[config.mk]
export PLATFORM = sky130hd
export DESIGN_NAME = periodic_timer_bank_core
export DESIGN_NICKNAME = d
export VERILOG_FILES = /design/src/sv/ptb_pkg.sv /design/src/sv/ptb_cell.sv /design/src/sv/periodic_timer_bank_core.sv
export VERILOG_INCLUDE_DIRS = /design/src /design/src/sv
export SDC_FILE = /design/constraint.sdc
export NUM_CORES = 1
export LEC_CHECK = 0
export BUFFER_PORTS_ARGS = -buffer_cell sky130_fd_sc_hd__buf_2
export CAP_MARGIN = 20
export CORE_MARGIN = 10
export CORE_UTILIZATION = 50
export DETAILED_ROUTE_END_ITERATION = 12
export GPL_TIMING_DRIVEN = 0
export PLACE_DENSITY = 0.65
export SETUP_SLACK_MARGIN = 0.02
export SLEW_MARGIN = 40
export SYNTH_ARGS = -nofsm -noshare
export SYNTH_HDL_FRONTEND = slang
export SYNTH_HIERARCHICAL = 1
export SYNTH_SLANG_ARGS = --single-unit
[constraint.sdc]
create_clock -name i_clk -period 13.4 [get_ports i_clk]
set_clock_uncertainty 0.15 [all_clocks]
set_input_delay 2.68 -clock i_clk [delete_from_list [all_inputs] [get_ports i_clk]]
set_output_delay 2.68 -clock i_clk [all_outputs]
set_load 0.02 [all_outputs]
[src/sv/periodic_timer_bank_core_macros.svh]
// ----------------------------------------------------------------------------
// periodic_timer_bank_core_macros
// Assertion macros used by the timer bank core.
// ----------------------------------------------------------------------------
`ifndef PERIODIC_TIMER_BANK_CORE_MACROS_SVH
`define PERIODIC_TIMER_BANK_CORE_MACROS_SVH

// condition holds in the same cycle
`define PTB_ASSERT_NOW(lbl, clk, rst_n, ante, cons, msg) \
    lbl: assert property (@(posedge clk) disable iff (!(rst_n)) (ante) |-> (cons)) \
        else $error(msg);

// condition holds in the following cycle
`define PTB_ASSERT_NEXT(lbl, clk, rst_n, ante, cons, msg) \
    lbl: assert property (@(posedge clk) disable iff (!(rst_n)) (ante) |=> (cons)) \
        else $error(msg);

`endif

[src/sv/ptb_pkg.sv]
// ----------------------------------------------------------------------------
// ptb_pkg
// Shared types and codes of the periodic timer bank.
// ----------------------------------------------------------------------------
package ptb_pkg;

    localparam logic [1:0] KIND_ADD  = 2'd0;
    localparam logic [1:0] KIND_DEL  = 2'd1;
    localparam logic [1:0] KIND_TICK = 2'd2;

    localparam logic [1:0] EV_ADD    = 2'd0;
    localparam logic [1:0] EV_DEL    = 2'd1;
    localparam logic [1:0] EV_EXPIRE = 2'd2;
    localparam logic [1:0] EV_DONE   = 2'd3;

    localparam logic ST_OK   = 1'b0;
    localparam logic ST_FAIL = 1'b1;

    localparam logic [4:0] MAX_ACTIVE_RESET = 5'd16;

    typedef struct packed {
        logic shift;
        logic clear;
        logic walk_en;
        logic add_mode;
    } t_cell_ctl;

    typedef enum logic [2:0] {
        S_IDLE = 3'b001,
        S_WALK = 3'b010,
        S_DONE = 3'b100
    } t_state;

endpackage

[src/sv/ptb_cell.sv]
// ----------------------------------------------------------------------------
// ptb_cell
// One timer slot: valid flag, interval and elapsed count. A walk token is
// handed from cell to cell; the cell holding it claims itself on an add or
// ages itself on a tick.
// ----------------------------------------------------------------------------
module ptb_cell #(
    parameter int PERIOD_BITS = 16
) (
    input  logic                   i_clk,
    input  logic                   i_rst_n,
    input  ptb_pkg::t_cell_ctl     i_ctl,
    input  logic                   i_tok_in,
    input  logic                   i_del,
    input  logic [PERIOD_BITS-1:0] i_period,
    output logic                   o_tok,
    output logic                   o_valid,
    output logic                   o_hit
);
    import ptb_pkg::*;

    logic                   r_tok;
    logic                   r_valid;
    logic [PERIOD_BITS-1:0] r_period;
    logic [PERIOD_BITS-1:0] r_elapsed;
    logic [PERIOD_BITS-1:0] w_inc;
    logic                   w_expire;
    logic                   w_act;
    logic                   w_claim;
    logic                   w_age;

    assign w_inc    = r_elapsed + PERIOD_BITS'(1);
    assign w_expire = (w_inc >= r_period) || (w_inc == '0);
    assign w_act    = i_ctl.walk_en && r_tok;
    assign w_claim  = w_act && i_ctl.add_mode && !r_valid;
    assign w_age    = w_act && !i_ctl.add_mode && r_valid;

    assign o_tok   = r_tok;
    assign o_valid = r_valid;
    assign o_hit   = w_claim || (w_age && w_expire);

    always_ff @(posedge i_clk) begin
        if (!i_rst_n) begin
            r_tok   <= 1'b0;
            r_valid <= 1'b0;
        end else begin
            if (i_ctl.clear) begin
                r_tok <= 1'b0;
            end else if (i_ctl.shift) begin
                r_tok <= i_tok_in;
            end
            if (i_del) begin
                r_valid <= 1'b0;
            end else if (w_claim) begin
                r_valid <= 1'b1;
            end
        end
    end

    always_ff @(posedge i_clk) begin
        if (w_claim) begin
            r_period  <= i_period;
            r_elapsed <= '0;
        end else if (w_age) begin
            r_elapsed <= w_expire ? '0 : w_inc;
        end
    end

endmodule

[src/sv/periodic_timer_bank_core.sv]
// add refused up front and delete: result registered in the cycle after the transfer; undefined kind: no result
// add that is taken: the walk token stops at the first free slot
// tick: one slot per cycle along the cell chain while the result is not stalled, then tick done
// a stalled result stops the walk; one item is in work at a time
// synchronous active-low reset clears all slots, the active count and max_active to 16
// ----------------------------------------------------------------------------
// periodic_timer_bank_core
// Bank of periodic timers built as a chain of slot cells walked by a token.
// ----------------------------------------------------------------------------
module periodic_timer_bank_core #(
    parameter int TIMER_SLOTS = 16,
    parameter int PERIOD_BITS = 16
) (
    input  logic        i_clk,
    input  logic        i_rst_n,
    input  logic        i_cfg_we,
    input  logic [4:0]  i_cfg_wdata,
    input  logic        i_in_valid,
    output logic        o_in_ready,
    input  logic [1:0]  i_kind,
    input  logic [15:0] i_period,
    input  logic [3:0]  i_slot_id,
    output logic        o_out_valid,
    input  logic        i_out_ready,
    output logic [1:0]  o_event_res,
    output logic        o_status,
    output logic [3:0]  o_result_id,
    output logic        o_last
);
    import ptb_pkg::*;

    `include "periodic_timer_bank_core_macros.svh"

    localparam int IW   = (TIMER_SLOTS > 1) ? $clog2(TIMER_SLOTS) : 1;
    localparam int ACW  = $clog2(TIMER_SLOTS + 1);
    localparam int CMPW = (ACW > 5) ? ACW : 5;

    t_state                 r_state, n_state;
    logic                   r_add_mode, n_add_mode;
    logic [IW-1:0]          r_idx, n_idx;
    logic [ACW-1:0]         r_active, n_active;
    logic [4:0]             r_max_active;
    logic [PERIOD_BITS-1:0] r_add_period;
    logic                   r_o_valid, n_o_valid;
    logic [1:0]             r_o_event, n_o_event;
    logic                   r_o_status, n_o_status;
    logic [3:0]             r_o_id, n_o_id;
    logic                   r_o_last, n_o_last;

    t_cell_ctl              w_ctl;
    logic                   w_tok_head;
    logic [TIMER_SLOTS-1:0] w_chain;
    logic [TIMER_SLOTS-1:0] w_tok;
    logic [TIMER_SLOTS-1:0] w_valid;
    logic [TIMER_SLOTS-1:0] w_hit;
    logic [TIMER_SLOTS-1:0] w_del;
    logic                   w_any_hit;
    logic                   w_step;
    logic                   w_accept;
    logic [PERIOD_BITS-1:0] w_period;
    logic [IW-1:0]          w_del_idx;
    logic                   w_del_range;
    logic                   w_del_ok;
    logic                   w_add_ok;

    assign w_step      = !r_o_valid || i_out_ready;
    assign o_in_ready  = (r_state == S_IDLE) && w_step;
    assign w_accept    = i_in_valid && o_in_ready;
    assign w_period    = PERIOD_BITS'(i_period);
    assign w_del_idx   = IW'(i_slot_id);
    assign w_del_range = (int'(i_slot_id) < TIMER_SLOTS);
    assign w_del_ok    = w_del_range && w_valid[w_del_idx];
    assign w_add_ok    = (w_period != '0) && (CMPW'(r_active) < CMPW'(r_max_active));
    assign w_any_hit   = |w_hit;

    // token enters the head of the chain when a walk starts
    assign w_tok_head = w_accept &&
                        ((i_kind == KIND_TICK) || ((i_kind == KIND_ADD) && w_add_ok));
    assign w_chain[0] = w_tok_head;

    always_comb begin
        w_ctl.walk_en  = (r_state == S_WALK) && w_step;
        w_ctl.shift    = w_tok_head || w_ctl.walk_en;
        w_ctl.clear    = w_ctl.walk_en && r_add_mode && w_any_hit;
        w_ctl.add_mode = r_add_mode;
    end

    for (genvar g = 0; g < TIMER_SLOTS; g++) begin : g_cell
        assign w_del[g] = w_accept && (i_kind == KIND_DEL) && w_del_range &&
                          (w_del_idx == IW'(g));

        ptb_cell #(
            .PERIOD_BITS (PERIOD_BITS)
        ) u_cell (
            .i_clk    (i_clk),
            .i_rst_n  (i_rst_n),
            .i_ctl    (w_ctl),
            .i_tok_in (w_chain[g]),
            .i_del    (w_del[g]),
            .i_period (r_add_period),
            .o_tok    (w_tok[g]),
            .o_valid  (w_valid[g]),
            .o_hit    (w_hit[g])
        );

        if (g < TIMER_SLOTS - 1) begin : g_link
            assign w_chain[g+1] = w_tok[g];
        end
    end

    always_comb begin
        n_state    = r_state;
        n_add_mode = r_add_mode;
        n_idx      = r_idx;
        n_active   = r_active;
        n_o_valid  = r_o_valid && !i_out_ready;
        n_o_event  = r_o_event;
        n_o_status = r_o_status;
        n_o_id     = r_o_id;
        n_o_last   = r_o_last;

        case (r_state)
            S_IDLE: begin
                if (w_accept) begin
                    case (i_kind)
                        KIND_ADD: begin
                            if (w_add_ok) begin
                                n_state    = S_WALK;
                                n_add_mode = 1'b1;
                                n_idx      = '0;
                            end else begin
                                n_o_valid  = 1'b1;
                                n_o_event  = EV_ADD;
                                n_o_status = ST_FAIL;
                                n_o_id     = '0;
                                n_o_last   = 1'b1;
                            end
                        end
                        KIND_DEL: begin
                            n_o_valid  = 1'b1;
                            n_o_event  = EV_DEL;
                            n_o_status = w_del_ok ? ST_OK : ST_FAIL;
                            n_o_id     = '0;
                            n_o_last   = 1'b1;
                            if (w_del_ok) begin
                                n_active = r_active - ACW'(1);
                            end
                        end
                        KIND_TICK: begin
                            n_state    = S_WALK;
                            n_add_mode = 1'b0;
                            n_idx      = '0;
                        end
                        default: begin
                        end
                    endcase
                end
            end
            S_WALK: begin
                if (w_step) begin
                    n_idx = r_idx + IW'(1);
                    if (w_any_hit) begin
                        n_o_valid  = 1'b1;
                        n_o_event  = r_add_mode ? EV_ADD : EV_EXPIRE;
                        n_o_status = ST_OK;
                        n_o_id     = 4'(r_idx);
                        n_o_last   = r_add_mode;
                    end
                    if (r_add_mode && w_any_hit) begin
                        n_state  = S_IDLE;
                        n_active = r_active + ACW'(1);
                    end else if (w_tok[TIMER_SLOTS-1]) begin
                        if (r_add_mode) begin
                            n_state    = S_IDLE;
                            n_o_valid  = 1'b1;
                            n_o_event  = EV_ADD;
                            n_o_status = ST_FAIL;
                            n_o_id     = '0;
                            n_o_last   = 1'b1;
                        end else begin
                            n_state = S_DONE;
                        end
                    end
                end
            end
            S_DONE: begin
                if (w_step) begin
                    n_state    = S_IDLE;
                    n_o_valid  = 1'b1;
                    n_o_event  = EV_DONE;
                    n_o_status = ST_OK;
                    n_o_id     = '0;
                    n_o_last   = 1'b1;
                end
            end
            default: begin
                n_state = S_IDLE;
            end
        endcase
    end

    always_ff @(posedge i_clk) begin
        if (!i_rst_n) begin
            r_state      <= S_IDLE;
            r_add_mode   <= 1'b0;
            r_idx        <= '0;
            r_active     <= '0;
            r_max_active <= MAX_ACTIVE_RESET;
            r_o_valid    <= 1'b0;
        end else begin
            r_state    <= n_state;
            r_add_mode <= n_add_mode;
            r_idx      <= n_idx;
            r_active   <= n_active;
            r_o_valid  <= n_o_valid;
            if (i_cfg_we) begin
                r_max_active <= i_cfg_wdata;
            end
        end
    end

    always_ff @(posedge i_clk) begin
        r_o_event  <= n_o_event;
        r_o_status <= n_o_status;
        r_o_id     <= n_o_id;
        r_o_last   <= n_o_last;
        if (w_accept) begin
            r_add_period <= w_period;
        end
    end

    assign o_out_valid = r_o_valid;
    assign o_event_res = r_o_event;
    assign o_status    = r_o_status;
    assign o_result_id = r_o_id;
    assign o_last      = r_o_last;

    `PTB_ASSERT_NOW(a_tok_single, i_clk, i_rst_n, 1'b1, $onehot0(w_tok),
        "more than one walk token in the chain")
    `PTB_ASSERT_NOW(a_hit_in_walk, i_clk, i_rst_n, w_any_hit, r_state == S_WALK,
        "slot reported outside a walk")
    `PTB_ASSERT_NOW(a_active_count, i_clk, i_rst_n, 1'b1,
        int'(r_active) == $countones(w_valid), "active count differs from valid slots")
    `PTB_ASSERT_NOW(a_tok_idle, i_clk, i_rst_n, r_state == S_IDLE, w_tok == '0,
        "walk token left in chain while idle")
    `PTB_ASSERT_NEXT(a_done_last, i_clk, i_rst_n, (r_state == S_DONE) && w_step,
        o_out_valid && o_last && (o_event_res == EV_DONE), "tick done not issued")

endmodule
# Yosys cells after proc, flatten, opt, wreduce, memory -nomap -nowiden
# Index checks and enable logic that the tools add are counted.
[totals] romBits=0 latch_bits=0 memories=0 register_bits=587 output_inout_bits=10 ram_bits=0 wordCells=458
[op_classes] mul=0 muxes=91 bitwise=1 n_eq_ne=32 div=0 reduce_logical=222 n_addsub=19 shifts=0 n_lt_le_gt_ge=18
[op_table] op="adder 16 x 1 -> 16 bit (second input constant)" count=16
[op_table] op=">= comparator 16 bit" count=16
[op_table] op="zero test 16 bit" count=16
[op_table] op="2-to-1 mux 16 bit" count=16
[op_table] op="logical AND 1 bit" count=123
[op_table] op="2-to-1 mux 4 bit" count=11
[op_table] op="logical OR 1 bit" count=35
[op_table] op="OR reduction 2 bit" count=17
[op_table] op="equality test 4 bit (second input constant)" count=8
[op_table] op="2-to-1 mux 1 bit" count=26
[op_table] op="2-to-1 mux 5 bit" count=5
[op_table] op="case mux 4 bit (2 select lines)" count=3
[op_table] op="2-to-1 mux 3 bit" count=7
[op_table] op="zero test 1 bit" count=19
[op_table] op="2-to-1 mux 2 bit" count=9
[op_table] op="AND reduction 6 bit" count=3
[op_table] op="equality test 4 x 3 -> 1 bit (second input constant)" count=4
[op_table] op="nonzero test 16 bit" count=1
[op_table] op="OR reduction 16 bit" count=1
[op_table] op="case mux 4 bit (3 select lines)" count=1
[op_table] op="inequality test 2 bit (second input constant)" count=5
[op_table] op="case mux 5 bit (2 select lines)" count=1
[op_table] op="inequality test 3 x 1 -> 1 bit (second input constant)" count=3
[op_table] op="case mux 1 bit (3 select lines)" count=3
[op_table] op="other kinds (27)" count=34

# Logic depth before layout (Yosys ltp)
[logic_depth] word_depth=15 depth_mapped=20 mapped_depth_nobuf=18

# Modules after synthesis
# The synthesis kept the hierarchy.
[modules_own_cells] mod="ptb_cell at g_cell[0].u_cell ..." cells_per_inst=242 n_inst=15 seq_area_each_um2=840.8 area_per_inst_um2=2293.4
[modules_own_cells] mod="periodic_timer_bank_core" cells_per_inst=235 n_inst=1 seq_area_each_um2=1101.1 area_per_inst_um2=2369.8
[modules_own_cells] mod="ptb_cell at g_cell[1].u_cell" cells_per_inst=226 n_inst=1 seq_area_each_um2=840.8 area_per_inst_um2=2197.1

# Worst setup path before layout
# No wires, ideal clock.
[synth_path] kind="input port to flip-flop" start="in i_out_ready" end="reg r_state[1]" arrival_time_ns=6.471 n_path_buf=1 setup_time_ns=0.115 path_slack_ns=6.664 cell_stages=14 required_ns=13.135 path_cell_list="nor2b_1 > nor2_2 > nand3_1 > nor2_1 > nor3_1 > o211ai_4 > and2_1 > nor4_1 > nand4_1 > clkbuf_1 > a21o_1 > a311oi_2 > nor2b_1 > o21a_1"
[synth_rtl] element="start: declaration" line_no="periodic_timer_bank_core.sv:24" rtl="input logic i_out_ready,"
[synth_rtl] element="end signal: assignment" line_no="periodic_timer_bank_core.sv:211" rtl="r_state <= n_state;"
[synth_rtl] element="end: declaration" line_no="periodic_timer_bank_core.sv:38" rtl="t_state r_state, n_state;"

==> impl_metrics.yaml <==
clock_tree:
  cts_tree: "built"
  clk_pin_slew_ps: 60
  cts_buffer_depth: 3
  postCtsSetupRepairBufs: 0
  root_buffer: "clkbuf_16"
  post_cts_resized: 0
  clk_latency_ps: 620
  clock_sinks: 587
  h-tree-depth: 3
  cts_buffers: 70
  cts_hold_buf: 0
grt:
  grt_max_degree: 46
  grtUsageTotal: 0.210
  grt_antenna_before_repair: 5
  grt_pass1_vias: 28500
  overflow: 0
  grt_pass1_wl_um: 155000
synth:
  synth.area.top_cells: "edfxtp_1, dfxtp_1, ha_1"
  synth_async_sr_flop_share: 0
  synth_enable_flop_cells: 280
  ys_ff_latch: 587
  syn-num-nets: 4420
  ys.flop_type: "dfxtp_1"
  avgSynthCellArea_um2: 9.53
  synth_area_um2: 39000
  seq_area_frac_synth: 0.373
  netlist.area_leader.share: 0.216
  yosys_warnings: 6
  synth_top_cell_by_area: "edfxtp_1"
  synth_cell_types: 78
  synthCells: 4091
sta:
  grt_setup_unrepaired: "no"
  slew_violations: 0
  tns_ps: 0
  setup_viol: 0
  final_hold_viol_count: 0
  max_slew.worst_pin.slew_ps: 841
  period_share: 0.538
  max-slew-margin-rel: 0.438
  fin_hold_ws_ps: 369
  fmax_ghz: 0.139
  timing.final.crit_period_ps: 7210
critical_path:
  max_stage_delay_ps: 680
  critPathTopFamily: "simple AND/OR/NAND/NOR gates"
  cp-start-kind: "input pin"
  required_ps: 13760
  path_buf_inv: 3
  critical_path_peak_fanout: 22
  crit_path_end_kind: "flop"
  slowest_stage: "o311ai_1"
  criticalPathCategory: "in2reg"
  cp.arrival_ps: 7570
  crit_chain: "buf_2 -> nor2b_1 -> nor2_4 -> buf_8 -> buf_16 -> nand3_1 -> nor2_4 -> nor3_1 -> o211ai_4 -> and2_1 -> nor4_2 -> nand4_1 -> and3_1 -> o311ai_1 -> xnor2_1 -> and2_1"
final_layout:
  mostFrequentLayoutCells: "dfxtp_1, ha_1, inv_1, nand2_1, edfxtp_1"
  areaGrowthSynthToFinish_pct: 11.7
  register_area_um2: 14600
  layout_commonest_cell: "dfxtp_1"
  fillerInstances: 6968
  multiInputGateArea_um2: 21900
  drive_above_1_share: 0.137
  nNetsFinal: 4567
floorplanning:
  initial_core_util: 0.504
  ioPinCount: 42
  core_um2: 77300
  rows: 102
  dieArea_um2: 89500
  die-height_um: 299
  die_w_um: 299
pwr:
  cellPowerDensity_nw_per_um2: 96.6
  p_leak_uw: 0.0182
  peakVddDrop_uv: 89.8
drt:
  met1_length_um: 44800
  dr.max_layer_used: "met4"
  drt_iter0_markers: 1924
  drc: 0
  firstDrtPassIters: 6
  dr_wl_met2_um: 43600
  drt_wl_total_um: 96200
  antenna_left: 0
  wire_per_inst_um: 18.0
  viasPerCell: 5.73
  wl_met3_um: 4970
  vias: 30600
run:
  cap_violations: 0
run_status:
  status: "finished, final reports clean"
place:
  port-buffer-count: 37
  dp_hpwl_um: 70500
  place_congestion: 0.890
worst_hold_path:
  min_path_type: "reg2reg"
-- power by group --
part	switching, uW	total, uW	internal, uW	leakage (uW)
Clock	788	1980	1200	0.00117
Combinational	171	250	79.6	0.0120
Sequential	35.6	1970	1930	0.00499
-- synth_stat cells (17+ instances only) --
cell type,number
o41ai_1,46
nand2b_1,22
clkbuf_2,30
nand2_1,293
nor3_1,99
buf_2,51
o2111ai_1,17
a211oi_1,62
and3_1,53
a211o_1,46
edfxtp_1,280
o21ai_0,84
and2_1,63
o31ai_2,45
mux2i_1,38
nor3b_1,64
buf_6,32
nor2_1,263
nor4_1,23
or2_2,47
o21bai_1,17
buf_4,67
inv_1,294
dfxtp_1,307
clkbuf_1,70
and4_1,32
ha_1,296
a31oi_1,18
a21oi_1,162
a21o_1,69
o31ai_1,47
nand4_1,142
xor2_1,140
a22oi_1,121
nor2b_1,37
nand3_1,155
xnor2_1,172
or3_1,77
-- metal layers --
layer,up-vias,track usage
li1,15300,-
met1,14500,0.288
met2,694,0.336
met3,160,0.0341
met4,0,0.0685
met5,-,0
-- sequential cells by signal, indices dropped and copies added (netlist names), 2 cells and up --
signal                   cells
r_active                     5
g_cell.u_cell/r_period     256
r_idx                        4
o_result_id                  4
g_cell.u_cell/r_elapsed    256
g_cell.u_cell/o_tok         16
r_state                      3
r_add_period                16
g_cell.u_cell/o_valid       16
r_max_active                 5
o_event_res                  2
-- path summary, 6_finish.rpt --
check / end / startpoint / depth (start not counted) / slack, ps
worst min-delay path: r_max_active[4]$_SDFFE_PN1P_ / r_max_active[4]$_SDFFE_PN1P_ / 2 / 370
worst min register to register: r_max_active[4]$_SDFFE_PN1P_ / r_max_active[4]$_SDFFE_PN1P_ / 2 / 370
worst max-delay path: r_active[4]$_SDFFE_PN0P_ / i_out_ready / 16 / 6190
worst max register to register: r_active[4]$_SDFFE_PN0P_ / r_state[0]$_SDFFE_PN1P_ / 18 / 7310
-- per-stage QoR --
stage	total power (uW)	instances	utilization	setup WS [ps]	area [um2]
2_1_floorplan	2070	4091	-	6660	39000
3_3_place_gp	2200	5168	0.523	3930	40500
3_5_place_dp	2250	5206	0.531	5510	41100
4_1_cts	4240	5336	0.562	6170	43500
5_1_grt	4320	5336	0.562	6020	43500
6_report	4200	5340	0.563	6190	43500
-- kinds of logic (layout without fill, tap and decap cells) --
kind of cell	after synthesis	in the layout	share of synthesized area
compound gates	832	832	0.174
other cells	0	4	0
buf+inv	559	764	0.0691
xor+xnor	312	312	0.0701
simple gates	1461	1461	0.205
flops	587	587	0.373
fa+ha+maj	297	297	0.0956
mux	43	43	0.0127
-- worst reg2reg max path, cell delays in order, from the launching register on --
cell	delay (ps)
dfxtp_1	300
clkbuf_1	270
nor2_1	190
inv_1	110
clkbuf_1	540
nor2_4	170
buf_8	220
buf_16	180
nand3_1	170
nor2_4	130
nor3_1	660
o211ai_4	270
and2_1	270
nor4_2	670
nand4_1	350
and3_1	360
o311ai_1	680
xnor2_1	110
and2_1	170
-- cell type report --
| class | instances | share of cell area |
|---|---|---|
| antenna | 4 | 0.000230 |
| buffer | 265 | 0.0365 |
| clock buffer | 94 | 0.0462 |
| clock inverter | 36 | 0.00897 |
| inverter | 294 | 0.0254 |
| multi-input combinational | 2945 | 0.502 |
| sequential | 587 | 0.335 |
| tap | 1040 | 0.0299 |
| timing repair buffer | 75 | 0.0159 |
Power figures use the tool's default switching activity.
